--- config.mk ---
export PLATFORM = sky130hd
export DESIGN_NAME = texture_page_cache_allocator
export DESIGN_NICKNAME = d
export VERILOG_FILES = /design/src/hdl/tpca_pkg.sv /design/src/hdl/tpca_eval.sv /design/src/hdl/tpca_table.sv /design/src/hdl/tpca_ctrl.sv /design/src/hdl/texture_page_cache_allocator.sv
export VERILOG_INCLUDE_DIRS = /design/src /design/src/hdl
export SDC_FILE = /design/constraint.sdc
export NUM_CORES = 2
export LEC_CHECK = 0
export BUFFER_PORTS_ARGS = -buffer_cell sky130_fd_sc_hd__buf_2
export CAP_MARGIN = 5
export CORE_MARGIN = 2
export CORE_UTILIZATION = 60
export CTS_CLUSTER_SIZE = 40
export DETAILED_ROUTE_END_ITERATION = 8
export PLACE_DENSITY_LB_ADDON = 0.2
export SLEW_MARGIN = 20
export SYNTH_ARGS = -nofsm -noshare
export SYNTH_HDL_FRONTEND = slang
export SYNTH_SLANG_ARGS = --single-unit
--- constraint.sdc ---
create_clock -name clk_i -period 7.7 [get_ports clk_i]
set_clock_uncertainty 0.1 [all_clocks]
set_input_delay 1.54 -clock clk_i [delete_from_list [all_inputs] [get_ports clk_i]]
set_output_delay 1.54 -clock clk_i [all_outputs]
set_load 0.05 [all_outputs]
--- src/hdl/texture_page_cache_allocator_defines.svh ---
// ----------------------------------------------------------------------------
// Texture page cache allocator assertion macros
// Concurrent checks clocked on clk_i and disabled while rst_ni is low.
// ----------------------------------------------------------------------------
`ifndef TEXTURE_PAGE_CACHE_ALLOCATOR_DEFINES_SVH
`define TEXTURE_PAGE_CACHE_ALLOCATOR_DEFINES_SVH

// Check that cons holds in the same cycle as ante.
`define TPCA_ASSERT_SAME(lbl, ante, cons, msg) \
  lbl: assert property (@(posedge clk_i) disable iff (!rst_ni) (ante) |-> (cons)) \
    else $error(msg);

// Check that cons holds in the cycle after ante.
`define TPCA_ASSERT_NEXT(lbl, ante, cons, msg) \
  lbl: assert property (@(posedge clk_i) disable iff (!rst_ni) (ante) |=> (cons)) \
    else $error(msg);

`endif

--- src/hdl/tpca_pkg.sv ---
// ----------------------------------------------------------------------------
// Texture page cache allocator package
// Shared constants, table row layout, sequencer states and result types.
// ----------------------------------------------------------------------------
`default_nettype none

package tpca_pkg;

  localparam int unsigned PAGE_COUNT = 32;
  localparam int unsigned HALF_ROWS  = 128;
  localparam int unsigned PAGE_W     = $clog2(PAGE_COUNT);

  localparam logic [4:0] DYN_FIRST_RST = 5'd24;
  localparam logic [4:0] DYN_LAST_RST  = 5'd26;

  localparam logic [7:0] CNT_LOCKED = 8'd255;
  localparam logic [7:0] CNT_MAX    = 8'd254;
  localparam logic [7:0] Y_HALF1    = 8'(HALF_ROWS);

  localparam logic CMD_LOAD = 1'b0;
  localparam logic CMD_FREE = 1'b1;

  localparam logic CFG_DYN_FIRST = 1'b0;
  localparam logic CFG_DYN_LAST  = 1'b1;

  typedef enum logic [2:0] {
    STAT_HIT       = 3'd0,
    STAT_ALLOC     = 3'd1,
    STAT_NO_SPACE  = 3'd2,
    STAT_FREED     = 3'd3,
    STAT_RELEASED  = 3'd4
  } status_e;

  typedef enum logic [2:0] {
    ST_IDLE,
    ST_DISPATCH,
    ST_SEARCH,
    ST_PLACE,
    ST_ALLOC,
    ST_FREE,
    ST_RESULT
  } state_e;

  typedef enum logic [1:0] {
    MODE_FIXED,
    MODE_HALF,
    MODE_WHOLE
  } mode_e;

  // One page: both halves side by side.
  typedef struct packed {
    logic [1:0][7:0]  cnt;
    logic [1:0][15:0] key;
    logic [1:0][4:0]  ofs;
  } row_t;

  typedef struct packed {
    logic [1:0]      hit;
    logic [1:0]      zero;
    logic [1:0]      locked;
    logic [1:0][7:0] inc;
    logic [1:0][7:0] dec;
  } eval_t;

  typedef struct packed {
    logic              rd_en;
    logic [PAGE_W-1:0] rd_page;
    logic              wr_en;
    logic [PAGE_W-1:0] wr_page;
    row_t              wr_row;
  } tbl_req_t;

  typedef struct packed {
    logic [4:0] page;
    logic       half;
    logic [4:0] x_ofs;
    status_e    status;
  } res_t;

endpackage

`default_nettype wire

--- src/hdl/tpca_eval.sv ---
// ----------------------------------------------------------------------------
// Texture page cache row evaluator
// Shared compare and count unit applied to one table row per cycle.
// ----------------------------------------------------------------------------
`default_nettype none

module tpca_eval (
  input  tpca_pkg::row_t  row_i,
  input  logic [15:0]     key_i,
  output tpca_pkg::eval_t eval_o
);

  always_comb begin
    eval_o = '0;
    for (int h = 0; h < 2; h++) begin
      eval_o.hit[h]    = (row_i.key[h] == key_i);
      eval_o.zero[h]   = (row_i.cnt[h] == 8'd0);
      eval_o.locked[h] = (row_i.cnt[h] == tpca_pkg::CNT_LOCKED);
      // Saturate at the maximum and keep a lock mark as it is.
      eval_o.inc[h]    = (row_i.cnt[h] >= tpca_pkg::CNT_MAX) ? row_i.cnt[h]
                                                             : row_i.cnt[h] + 8'd1;
      eval_o.dec[h]    = row_i.cnt[h] - 8'd1;
    end
  end

endmodule

`default_nettype wire

--- src/hdl/tpca_table.sv ---
// ----------------------------------------------------------------------------
// Texture page cache table
// One row per page, one read and one write port, registered read data.
// ----------------------------------------------------------------------------
`default_nettype none

module tpca_table (
  input  logic               clk_i,
  input  logic               rst_ni,
  input  tpca_pkg::tbl_req_t req_i,
  output tpca_pkg::row_t     rd_row_o
);

  tpca_pkg::row_t                  mem_q [tpca_pkg::PAGE_COUNT];
  logic [tpca_pkg::PAGE_COUNT-1:0] valid_q;
  tpca_pkg::row_t                  rd_row_q;

  // A row never written reads as all zero.
  always_ff @(posedge clk_i or negedge rst_ni) begin
    if (!rst_ni) begin
      valid_q <= '0;
    end else if (req_i.wr_en) begin
      valid_q[req_i.wr_page] <= 1'b1;
    end
  end

  always_ff @(posedge clk_i) begin
    if (req_i.wr_en) begin
      mem_q[req_i.wr_page] <= req_i.wr_row;
    end
    if (req_i.rd_en) begin
      rd_row_q <= valid_q[req_i.rd_page] ? mem_q[req_i.rd_page] : '0;
    end
  end

  assign rd_row_o = rd_row_q;

endmodule

`default_nettype wire

--- src/hdl/tpca_ctrl.sv ---
// ----------------------------------------------------------------------------
// Texture page cache sequencer
// Walks the table one page a cycle for search and scans; a free reads one page.
// ----------------------------------------------------------------------------
`default_nettype none

module tpca_ctrl (
  input  logic               clk_i,
  input  logic               rst_ni,
  input  logic               in_acc_i,
  input  logic               command_i,
  input  logic [15:0]        name_key_i,
  input  logic [4:0]         start_page_i,
  input  logic [8:0]         image_rows_i,
  input  logic [4:0]         free_page_i,
  input  logic               free_half_i,
  input  logic               invalidate_i,
  input  logic [4:0]         dyn_first_i,
  input  logic [4:0]         dyn_last_i,
  input  logic               out_free_i,
  input  tpca_pkg::row_t     rd_row_i,
  output tpca_pkg::tbl_req_t tbl_req_o,
  output logic               busy_o,
  output logic               res_load_o,
  output tpca_pkg::res_t     res_o
);

  tpca_pkg::state_e state_q, state_d;
  tpca_pkg::mode_e  mode_q, mode_d;
  logic [tpca_pkg::PAGE_W-1:0] ptr_q, ptr_d;
  tpca_pkg::res_t   res_q, res_d;

  logic        cmd_q;
  logic [15:0] key_q;
  logic [4:0]  start_q;
  logic [8:0]  rows_q;
  logic [4:0]  fpage_q;
  logic        fhalf_q;
  logic        inval_q;

  tpca_pkg::eval_t ev;
  tpca_pkg::row_t  row_w;

  logic [tpca_pkg::PAGE_W:0] nxt;
  logic       srch_last;
  logic       hit;
  logic       hit_h;
  logic       free_h;
  logic       scan_busy;
  logic       nxt_ok;
  logic       start_oor;
  logic       fpage_oor;
  logic       dyn;
  logic [4:0] ptr_page;
  logic [4:0] pofs;

  tpca_eval u_eval (
    .row_i  (rd_row_i),
    .key_i  (key_q),
    .eval_o (ev)
  );

  // Hold the item for the whole walk.
  always_ff @(posedge clk_i) begin
    if (in_acc_i) begin
      cmd_q   <= command_i;
      key_q   <= name_key_i;
      start_q <= start_page_i;
      rows_q  <= image_rows_i;
      fpage_q <= free_page_i;
      fhalf_q <= free_half_i;
      inval_q <= invalidate_i;
    end
  end

  always_ff @(posedge clk_i or negedge rst_ni) begin
    if (!rst_ni) begin
      state_q <= tpca_pkg::ST_IDLE;
      mode_q  <= tpca_pkg::MODE_FIXED;
      ptr_q   <= '0;
    end else begin
      state_q <= state_d;
      mode_q  <= mode_d;
      ptr_q   <= ptr_d;
    end
  end

  always_ff @(posedge clk_i) begin
    res_q <= res_d;
  end

  assign nxt       = (tpca_pkg::PAGE_W + 1)'(ptr_q) + (tpca_pkg::PAGE_W + 1)'(1);
  assign srch_last = (ptr_q == (tpca_pkg::PAGE_W)'(tpca_pkg::PAGE_COUNT - 1));
  assign hit       = ev.hit[0] | ev.hit[1];
  assign hit_h     = ~ev.hit[0];
  assign free_h    = ~ev.zero[0];
  assign start_oor = (32'(start_q) >= 32'(tpca_pkg::PAGE_COUNT));
  assign fpage_oor = (32'(fpage_q) >= 32'(tpca_pkg::PAGE_COUNT));
  assign dyn       = (start_q >= dyn_first_i) && (start_q <= dyn_last_i);
  assign ptr_page  = 5'(ptr_q);
  assign pofs      = ptr_page - start_q;

  always_comb begin
    case (mode_q)
      tpca_pkg::MODE_HALF:  scan_busy = ~ev.zero[0] & ~ev.zero[1];
      tpca_pkg::MODE_WHOLE: scan_busy = ~ev.zero[0] | ~ev.zero[1];
      default:              scan_busy = 1'b0;
    endcase
    nxt_ok = (nxt < (tpca_pkg::PAGE_W + 1)'(tpca_pkg::PAGE_COUNT)) &&
             ((mode_q != tpca_pkg::MODE_HALF) || (32'(nxt) <= 32'(dyn_last_i)));
  end

  // Next state.
  always_comb begin
    state_d = state_q;
    unique case (state_q)
      tpca_pkg::ST_IDLE: begin
        if (in_acc_i) state_d = tpca_pkg::ST_DISPATCH;
      end
      tpca_pkg::ST_DISPATCH: begin
        if (cmd_q == tpca_pkg::CMD_FREE) begin
          state_d = fpage_oor ? tpca_pkg::ST_RESULT : tpca_pkg::ST_FREE;
        end else begin
          state_d = (key_q != 16'd0) ? tpca_pkg::ST_SEARCH : tpca_pkg::ST_PLACE;
        end
      end
      tpca_pkg::ST_SEARCH: begin
        if (hit) state_d = tpca_pkg::ST_RESULT;
        else if (srch_last) state_d = tpca_pkg::ST_PLACE;
      end
      tpca_pkg::ST_PLACE: begin
        state_d = start_oor ? tpca_pkg::ST_RESULT : tpca_pkg::ST_ALLOC;
      end
      tpca_pkg::ST_ALLOC: begin
        if (!(scan_busy && nxt_ok)) state_d = tpca_pkg::ST_RESULT;
      end
      tpca_pkg::ST_FREE: begin
        state_d = tpca_pkg::ST_RESULT;
      end
      tpca_pkg::ST_RESULT: begin
        if (out_free_i) state_d = tpca_pkg::ST_IDLE;
      end
      default: state_d = tpca_pkg::ST_IDLE;
    endcase
  end

  // Table requests, row updates and result.
  always_comb begin
    tbl_req_o = '0;
    row_w     = rd_row_i;
    ptr_d     = ptr_q;
    mode_d    = mode_q;
    res_d     = res_q;
    unique case (state_q)
      tpca_pkg::ST_IDLE: ;
      tpca_pkg::ST_DISPATCH: begin
        if (cmd_q == tpca_pkg::CMD_FREE) begin
          if (fpage_oor) begin
            res_d = '{page: fpage_q, half: fhalf_q, x_ofs: 5'd0,
                      status: tpca_pkg::STAT_FREED};
          end else begin
            tbl_req_o.rd_en   = 1'b1;
            tbl_req_o.rd_page = (tpca_pkg::PAGE_W)'(fpage_q);
          end
        end else if (key_q != 16'd0) begin
          // Page 0 never hits: start the search at page 1.
          tbl_req_o.rd_en   = 1'b1;
          tbl_req_o.rd_page = (tpca_pkg::PAGE_W)'(1);
          ptr_d             = (tpca_pkg::PAGE_W)'(1);
        end
      end
      tpca_pkg::ST_SEARCH: begin
        if (hit) begin
          row_w.cnt[hit_h]  = ev.inc[hit_h];
          tbl_req_o.wr_en   = 1'b1;
          res_d = '{page: ptr_page, half: hit_h, x_ofs: rd_row_i.ofs[hit_h],
                    status: tpca_pkg::STAT_HIT};
        end else if (!srch_last) begin
          tbl_req_o.rd_en   = 1'b1;
          tbl_req_o.rd_page = (tpca_pkg::PAGE_W)'(nxt);
          ptr_d             = (tpca_pkg::PAGE_W)'(nxt);
        end
      end
      tpca_pkg::ST_PLACE: begin
        if (start_oor) begin
          res_d = '{page: start_q, half: 1'b0, x_ofs: 5'd0,
                    status: tpca_pkg::STAT_NO_SPACE};
        end else begin
          tbl_req_o.rd_en   = 1'b1;
          tbl_req_o.rd_page = (tpca_pkg::PAGE_W)'(start_q);
          ptr_d             = (tpca_pkg::PAGE_W)'(start_q);
          if (!dyn) begin
            mode_d = tpca_pkg::MODE_FIXED;
          end else if (32'(rows_q) <= 32'(tpca_pkg::HALF_ROWS)) begin
            mode_d = tpca_pkg::MODE_HALF;
          end else begin
            mode_d = tpca_pkg::MODE_WHOLE;
          end
        end
      end
      tpca_pkg::ST_ALLOC: begin
        if (scan_busy) begin
          if (nxt_ok) begin
            tbl_req_o.rd_en   = 1'b1;
            tbl_req_o.rd_page = (tpca_pkg::PAGE_W)'(nxt);
            ptr_d             = (tpca_pkg::PAGE_W)'(nxt);
          end else begin
            res_d = '{page: start_q, half: 1'b0, x_ofs: 5'd0,
                      status: tpca_pkg::STAT_NO_SPACE};
          end
        end else begin
          tbl_req_o.wr_en = 1'b1;
          case (mode_q)
            tpca_pkg::MODE_HALF: begin
              row_w.cnt[free_h] = ev.inc[free_h];
              row_w.key[free_h] = key_q;
              row_w.ofs[free_h] = pofs;
              res_d = '{page: ptr_page, half: free_h, x_ofs: pofs,
                        status: tpca_pkg::STAT_ALLOC};
            end
            tpca_pkg::MODE_WHOLE: begin
              // Lock the second half for the whole page.
              row_w.cnt[1] = tpca_pkg::CNT_LOCKED;
              row_w.key[1] = 16'd0;
              row_w.cnt[0] = ev.inc[0];
              row_w.key[0] = key_q;
              row_w.ofs[0] = pofs;
              res_d = '{page: ptr_page, half: 1'b0, x_ofs: pofs,
                        status: tpca_pkg::STAT_ALLOC};
            end
            default: begin
              row_w.cnt[0] = ev.inc[0];
              row_w.key[0] = key_q;
              row_w.ofs[0] = pofs;
              res_d = '{page: ptr_page, half: 1'b0, x_ofs: pofs,
                        status: tpca_pkg::STAT_ALLOC};
            end
          endcase
        end
      end
      tpca_pkg::ST_FREE: begin
        res_d = '{page: fpage_q, half: fhalf_q, x_ofs: 5'd0,
                  status: tpca_pkg::STAT_FREED};
        if (!ev.zero[fhalf_q] && !ev.locked[fhalf_q]) begin
          tbl_req_o.wr_en       = 1'b1;
          row_w.cnt[fhalf_q]    = ev.dec[fhalf_q];
          if (ev.dec[fhalf_q] == 8'd0) begin
            if (inval_q) row_w.key[fhalf_q] = 16'd0;
            if (!fhalf_q && ev.locked[1]) row_w.cnt[1] = 8'd0;
            res_d.status = tpca_pkg::STAT_RELEASED;
          end
        end
      end
      tpca_pkg::ST_RESULT: ;
      default: ;
    endcase
    tbl_req_o.wr_page = ptr_q;
    if (state_q == tpca_pkg::ST_FREE) tbl_req_o.wr_page = (tpca_pkg::PAGE_W)'(fpage_q);
    tbl_req_o.wr_row  = row_w;
  end

  assign busy_o     = (state_q != tpca_pkg::ST_IDLE);
  assign res_load_o = (state_q == tpca_pkg::ST_RESULT) && out_free_i;
  assign res_o      = res_q;

endmodule

`default_nettype wire

--- src/hdl/texture_page_cache_allocator.sv ---
// ----------------------------------------------------------------------------
// Texture page cache allocator
// Reference-counted page/half allocation table with name lookup and free.
// ----------------------------------------------------------------------------
// Input beats (command, name key, start page, image rows, free page/half,
// invalidate) are taken on in_valid_i with in_stall_o low. One result beat
// per input beat leaves on out_valid_o and is taken when out_stall_i is low.
// The config port (cfg_valid_i/cfg_ready_o, always ready) writes register 0
// (dynamic first page) or 1 (dynamic last page); write it only while idle.
// One table row (one page) is read per cycle through a single compare unit;
// that row read sets the rate. A free reads only its own page and may write it
// back. A load first walks pages 1 to 31 for its name and stops at a hit; on
// a miss it then places the image, and a zero name skips that walk. A dynamic
// scan skips up to PAGE_COUNT - 1 busy pages before it places or gives up.
// The next beat is taken the cycle after the result is loaded into the output
// register, so a stalled receiver holds one result and blocks the next one.
// Reset clears the table (every count, name and offset reads as zero),
// restores the range registers to 24 and 26, and empties the output stage.
// ----------------------------------------------------------------------------
`default_nettype none

module texture_page_cache_allocator (
  input  logic        clk_i,
  input  logic        rst_ni,
  input  logic        in_valid_i,
  output logic        in_stall_o,
  input  logic        command_i,
  input  logic [15:0] name_key_i,
  input  logic [4:0]  start_page_i,
  input  logic [8:0]  image_rows_i,
  input  logic [4:0]  free_page_i,
  input  logic        free_half_i,
  input  logic        invalidate_i,
  output logic        out_valid_o,
  input  logic        out_stall_i,
  output logic [4:0]  page_o,
  output logic        half_o,
  output logic [4:0]  x_offset_o,
  output logic [7:0]  y_offset_o,
  output logic [2:0]  status_o,
  input  logic        cfg_valid_i,
  output logic        cfg_ready_o,
  input  logic        cfg_index_i,
  input  logic [4:0]  cfg_data_i
);

`include "texture_page_cache_allocator_defines.svh"

  logic [4:0] dyn_first_q;
  logic [4:0] dyn_last_q;

  logic               in_acc;
  logic               busy;
  logic               out_free;
  logic               res_load;
  tpca_pkg::res_t     res;
  tpca_pkg::tbl_req_t tbl_req;
  tpca_pkg::row_t     rd_row;

  logic           out_valid_q;
  tpca_pkg::res_t out_res_q;

  // Range registers; the port never pushes back.
  assign cfg_ready_o = 1'b1;

  always_ff @(posedge clk_i or negedge rst_ni) begin
    if (!rst_ni) begin
      dyn_first_q <= tpca_pkg::DYN_FIRST_RST;
      dyn_last_q  <= tpca_pkg::DYN_LAST_RST;
    end else if (cfg_valid_i && cfg_ready_o) begin
      unique case (cfg_index_i)
        tpca_pkg::CFG_DYN_FIRST: dyn_first_q <= cfg_data_i;
        tpca_pkg::CFG_DYN_LAST:  dyn_last_q  <= cfg_data_i;
        default: ;
      endcase
    end
  end

  // Take a new beat only while the sequencer is idle.
  assign in_stall_o = busy;
  assign in_acc     = in_valid_i && !in_stall_o;

  tpca_table u_table (
    .clk_i    (clk_i),
    .rst_ni   (rst_ni),
    .req_i    (tbl_req),
    .rd_row_o (rd_row)
  );

  tpca_ctrl u_ctrl (
    .clk_i        (clk_i),
    .rst_ni       (rst_ni),
    .in_acc_i     (in_acc),
    .command_i    (command_i),
    .name_key_i   (name_key_i),
    .start_page_i (start_page_i),
    .image_rows_i (image_rows_i),
    .free_page_i  (free_page_i),
    .free_half_i  (free_half_i),
    .invalidate_i (invalidate_i),
    .dyn_first_i  (dyn_first_q),
    .dyn_last_i   (dyn_last_q),
    .out_free_i   (out_free),
    .rd_row_i     (rd_row),
    .tbl_req_o    (tbl_req),
    .busy_o       (busy),
    .res_load_o   (res_load),
    .res_o        (res)
  );

  // Output register: load a finished result when the slot is empty or
  // being drained this cycle; hold it while the receiver stalls.
  assign out_free = !out_valid_q || !out_stall_i;

  always_ff @(posedge clk_i or negedge rst_ni) begin
    if (!rst_ni) begin
      out_valid_q <= 1'b0;
    end else if (res_load) begin
      out_valid_q <= 1'b1;
    end else if (!out_stall_i) begin
      out_valid_q <= 1'b0;
    end
  end

  always_ff @(posedge clk_i) begin
    if (res_load) begin
      out_res_q <= res;
    end
  end

  assign out_valid_o = out_valid_q;
  assign page_o      = out_res_q.page;
  assign half_o      = out_res_q.half;
  assign x_offset_o  = out_res_q.x_ofs;
  assign y_offset_o  = out_res_q.half ? tpca_pkg::Y_HALF1 : 8'd0;
  assign status_o    = out_res_q.status;

  // A result is never loaded in the cycle a new beat is accepted.
  `TPCA_ASSERT_SAME(a_load_vs_accept, res_load, !in_acc, "result load during accept")
  // A held result is never overwritten.
  `TPCA_ASSERT_SAME(a_hold_result, out_valid_q && out_stall_i, !res_load, "held result lost")
  // Table writes and reads never share a cycle.
  `TPCA_ASSERT_SAME(a_tbl_port, tbl_req.wr_en, !tbl_req.rd_en, "table read during write")
  // The sequencer is busy right after an accept.
  `TPCA_ASSERT_NEXT(a_busy_after_accept, in_acc, in_stall_o, "not busy after accept")

endmodule

`default_nettype wire

==> results.sh <==
export IMPL_drtPass1Iterations=9
export IMPL_timing_critical_path_from="u_ctrl.key_q[12]$_DFFE_PP_"
export IMPL_num_vias=52700
export IMPL_worstSetupEndpointType="flop"
export IMPL_outcome="complete, no violations"
export IMPL_crit_type="flop to flop"
export IMPL_clockBufferDepth=3
export IMPL_cts_buffers=193
export IMPL_r2r_start="u_ctrl.key_q[12]$_DFFE_PP_"
export IMPL_hp_class="flop to flop"
export IMPL_maxCapViolations=0
export IMPL_grt_usage=0.325
export IMPL_grt_most_used_layer="met2"
export IMPL_synth_cell_types=87
export IMPL_ios=74
export IMPL_dpl_hpwl_mm=113
export IMPL_drive_above_1_share=0.113
export IMPL_grt_pass1_wl_mm=333
export IMPL_cts_sinks=2033
export IMPL_place_ws_ns=1.94
export IMPL_path_buf_inv=1
export IMPL_path_delay_family="simple AND/OR/NAND/NOR gates"
export IMPL_layout_min_cycle_time_ns=6.02
export IMPL_die_x_um=375
export IMPL_async_flop_share=0.0261
export IMPL_synthCells=5969
export IMPL_cts_clk_slew_worst_paths_ns=0.06
export IMPL_finalHoldViolations=0
export IMPL_nNetsFinal=6044
export IMPL_worst_path_max_delay_cell="nor4_1"
export IMPL_reg2regPathDepth=11
export IMPL_htreeDepth=4
export IMPL_port_buffers=65
export IMPL_crit_end="u_table.rd_row_o[52]$_SDFFCE_PN0P_"
export IMPL_fp_coreArea_mm2=0.137
export IMPL_cp_arrival_ns=6.43
export IMPL_use_met2=0.507
export IMPL_fmax_mhz=166
export IMPL_final_cell_mix="1980 x edfxtp_1, 1613 x nand2_1, 491 x nand3_1, 239 x a31oi_1, 197 x clkbuf_16"
export IMPL_ctsHoldBuffers=0
export IMPL_worst_slack_ns=1.68
export IMPL_drtIter0Drc=8132
export IMPL_crit_top_cell="nand4_1"
export IMPL_drc=0
export IMPL_viasPerCell=6.65
export IMPL_area_growth_pct=10.3
export IMPL_slowest_delay_ns=0.86
export IMPL_first_global_vias=49700
export IMPL_r2r_end="u_table.rd_row_o[52]$_SDFFCE_PN0P_"
export IMPL_gp_congestion=0.902
export IMPL_synth_edf_count=1980
export IMPL_grt_overflow=0
export IMPL_setup_tns_ns=0
export IMPL_cts_resized=0
export IMPL_cts_tree="yes"
export IMPL_antenna_found_initial=2
export IMPL_leakage_nw=31.5
export IMPL_yosysWarnings=0
export IMPL_groute_layer_met1_usage=0.463
export IMPL_grt_max_degree=147
export IMPL_required_ns=8.11
export IMPL_reg2reg_slack_ns=1.68
export IMPL_period_share=0.782
export IMPL_syn_avg_cell_area_um2=13.9
export IMPL_setup_violations=0
export IMPL_seq_area_frac_synth=0.735
export IMPL_row_count=136
export IMPL_die_h_um=375
export IMPL_ys_flop_type="edfxtp_1"
export IMPL_relSlewSlack=0.181
export IMPL_die_area_mm2=0.141
export IMPL_syn_cell_area_mm2=0.0828
export IMPL_cp_max_fo=42
export IMPL_grt_setup_unrepaired="false"
export IMPL_p_per_area_mw_per_mm2=419
export IMPL_vdd_ir_drop_max_uv=437
export IMPL_synth_seq_cells=2033
export IMPL_final_common_cell="edfxtp_1"
export IMPL_grt_use_met3=0.0562
export IMPL_ant_nets=0
export IMPL_p_total_mw=38.2
export IMPL_wl_mm=231
export IMPL_slew_viol_final=0
export IMPL_start_util=0.603
export IMPL_cp_num_cells=11
export IMPL_root_buffer="clkbuf_16"
export IMPL_cp_start_kind="flop"
export IMPL_cts_setup_buffers=0
export IMPL_tightest_slew_ns=1.23
export IMPL_clk_latency_ns=0.84
export IMPL_crit_path_cell_trace="nor4_1 > nand4_1 > a21oi_1 > and2_1 > a31o_4 > mux2_1 > a222oi_1 > nand2_1 > nand4_1 > buf_4 > a41oi_1"
export IMPL_wl_per_cell_um=29.1
[cells in the mapped netlist, types with 10 or more instances]
cell      number  area, um^2
buf_2        126         631
o41ai_2       25         407
buf_1         20        75.1
dfrtp_1       48        1200
buf_4         28         210
nand3_1      492        2460
inv_1         43         161
nor3_1        16        80.1
ha_1          31         388
a41oi_1       59         517
edfxtp_1    1980       59500
a221oi_2      54         811
nor2_1        71         267
a22o_1        32         280
o22ai_1       10        62.6
a21oi_1       38         190
buf_6         27         304
nand4_1       15        93.8
clkbuf_1     175         657
mux2_1        51         574
mux2_2        18         203
a31oi_1      239        1500
or2_2         34         213
o21ai_0       77         385
o21ai_1       30         150
mux2i_1      141        1410
nor2b_1       11        68.8
a32oi_1       60         526
a31o_1        66         578
and3_1        66         413
a31o_2        57         499
nand2_1     1614        6060
o41ai_1       34         298
xnor2_1       43         377
[area by class of cell]
class,count,area [um^2]
Sequential cell,2033,60800
Clock inverter,103,892
Fill cell,9323,45900
Multi-Input combinational cell,3520,20400
Timing Repair Buffer,171,1580
Inverter,44,165
Tap cell,1794,2240
Clock buffer,252,5160
Antenna cell,3,7.51
[state kept, by name, indices dropped and copies added, names as in the netlist, 2 cells and up]
signal,cells
dyn_first_q,5
u_ctrl.start_q,5
u_ctrl.mode_q,2
u_ctrl.rows_q,9
status_o,3
u_ctrl.fpage_q,5
u_table.rd_row_o,58
u_ctrl.res_o,14
page_o,5
u_ctrl.key_q,16
u_table.valid_q,32
x_offset_o,5
u_ctrl.ptr_page,5
dyn_last_q,5
u_ctrl.state_q,3
u_table.mem_q,1856
[kinds of logic (layout without fill, tap and decap cells)]
| logic type | after synthesis | count (layout) | share of synthesized area |
|---|---|---|---|
| DFF | 2033 | 2033 | 0.735 |
| xor gates and xnor gates | 48 | 48 | 0.00508 |
| AOI/OAI and AO/OA | 854 | 854 | 0.0828 |
| and+or+nand+nor | 2368 | 2368 | 0.121 |
| other | 2 | 11 | 0.0000908 |
| buffers and inverters | 422 | 570 | 0.0249 |
| adders and majority gates | 32 | 32 | 0.00493 |
| muxes | 210 | 210 | 0.0264 |
[power by group]
part | switching, mW | leakage (nW) | total [mW] | internal, mW
Combinational | 9.47 | 9.92 | 12.9 | 3.39
Sequential | 0.587 | 18.6 | 16.2 | 15.6
Clock | 4.02 | 2.95 | 9.16 | 5.15
Total | 14.1 | 31.5 | 38.2 | 24.1
[worst min path at each step]
stage,slack [ns],cells after the start,start,to
6_report,0.31,0,u_ctrl.res_o[2]$_DFFE_PP_,status_o[2]$_DFFE_PP_
5_1_grt,0.32,0,u_ctrl.res_o[13]$_DFFE_PP_,page_o[4]$_DFFE_PP_
4_1_cts,0.31,0,u_ctrl.res_o[2]$_DFFE_PP_,status_o[2]$_DFFE_PP_
3_5_place_dp,0.30,0,u_ctrl.res_o[11]$_DFFE_PP_,page_o[2]$_DFFE_PP_
3_3_place_gp,0.30,0,u_ctrl.res_o[11]$_DFFE_PP_,page_o[2]$_DFFE_PP_
2_1_floorplan,0.30,0,u_ctrl.res_o[8]$_DFFE_PP_,half_o$_DFFE_PP_
[layer usage]
| metal | up-vias | wire [um] |
|---|---|---|
| li1 | 22500 | - |
| met1 | 26200 | 88200 |
| met2 | 3398 | 107000 |
| met3 | 589 | 26300 |
| met4 | 0 | 8850 |
| met5 | - | 0 |
[through the flow]
stage / cell area [um^2] / cells / utilization / hold slack (ns)
after floorplan: 82800 / 5975 / - / 0.300
after global placement: 85100 / 7562 / 0.621 / 0.302
after detailed placement: 85100 / 7562 / 0.621 / 0.305
after CTS: 91200 / 7917 / 0.665 / 0.309
after global routing: 91300 / 7917 / 0.665 / 0.323
final: 91300 / 7920 / 0.665 / 0.309
(Power assumes the default switching activity.)
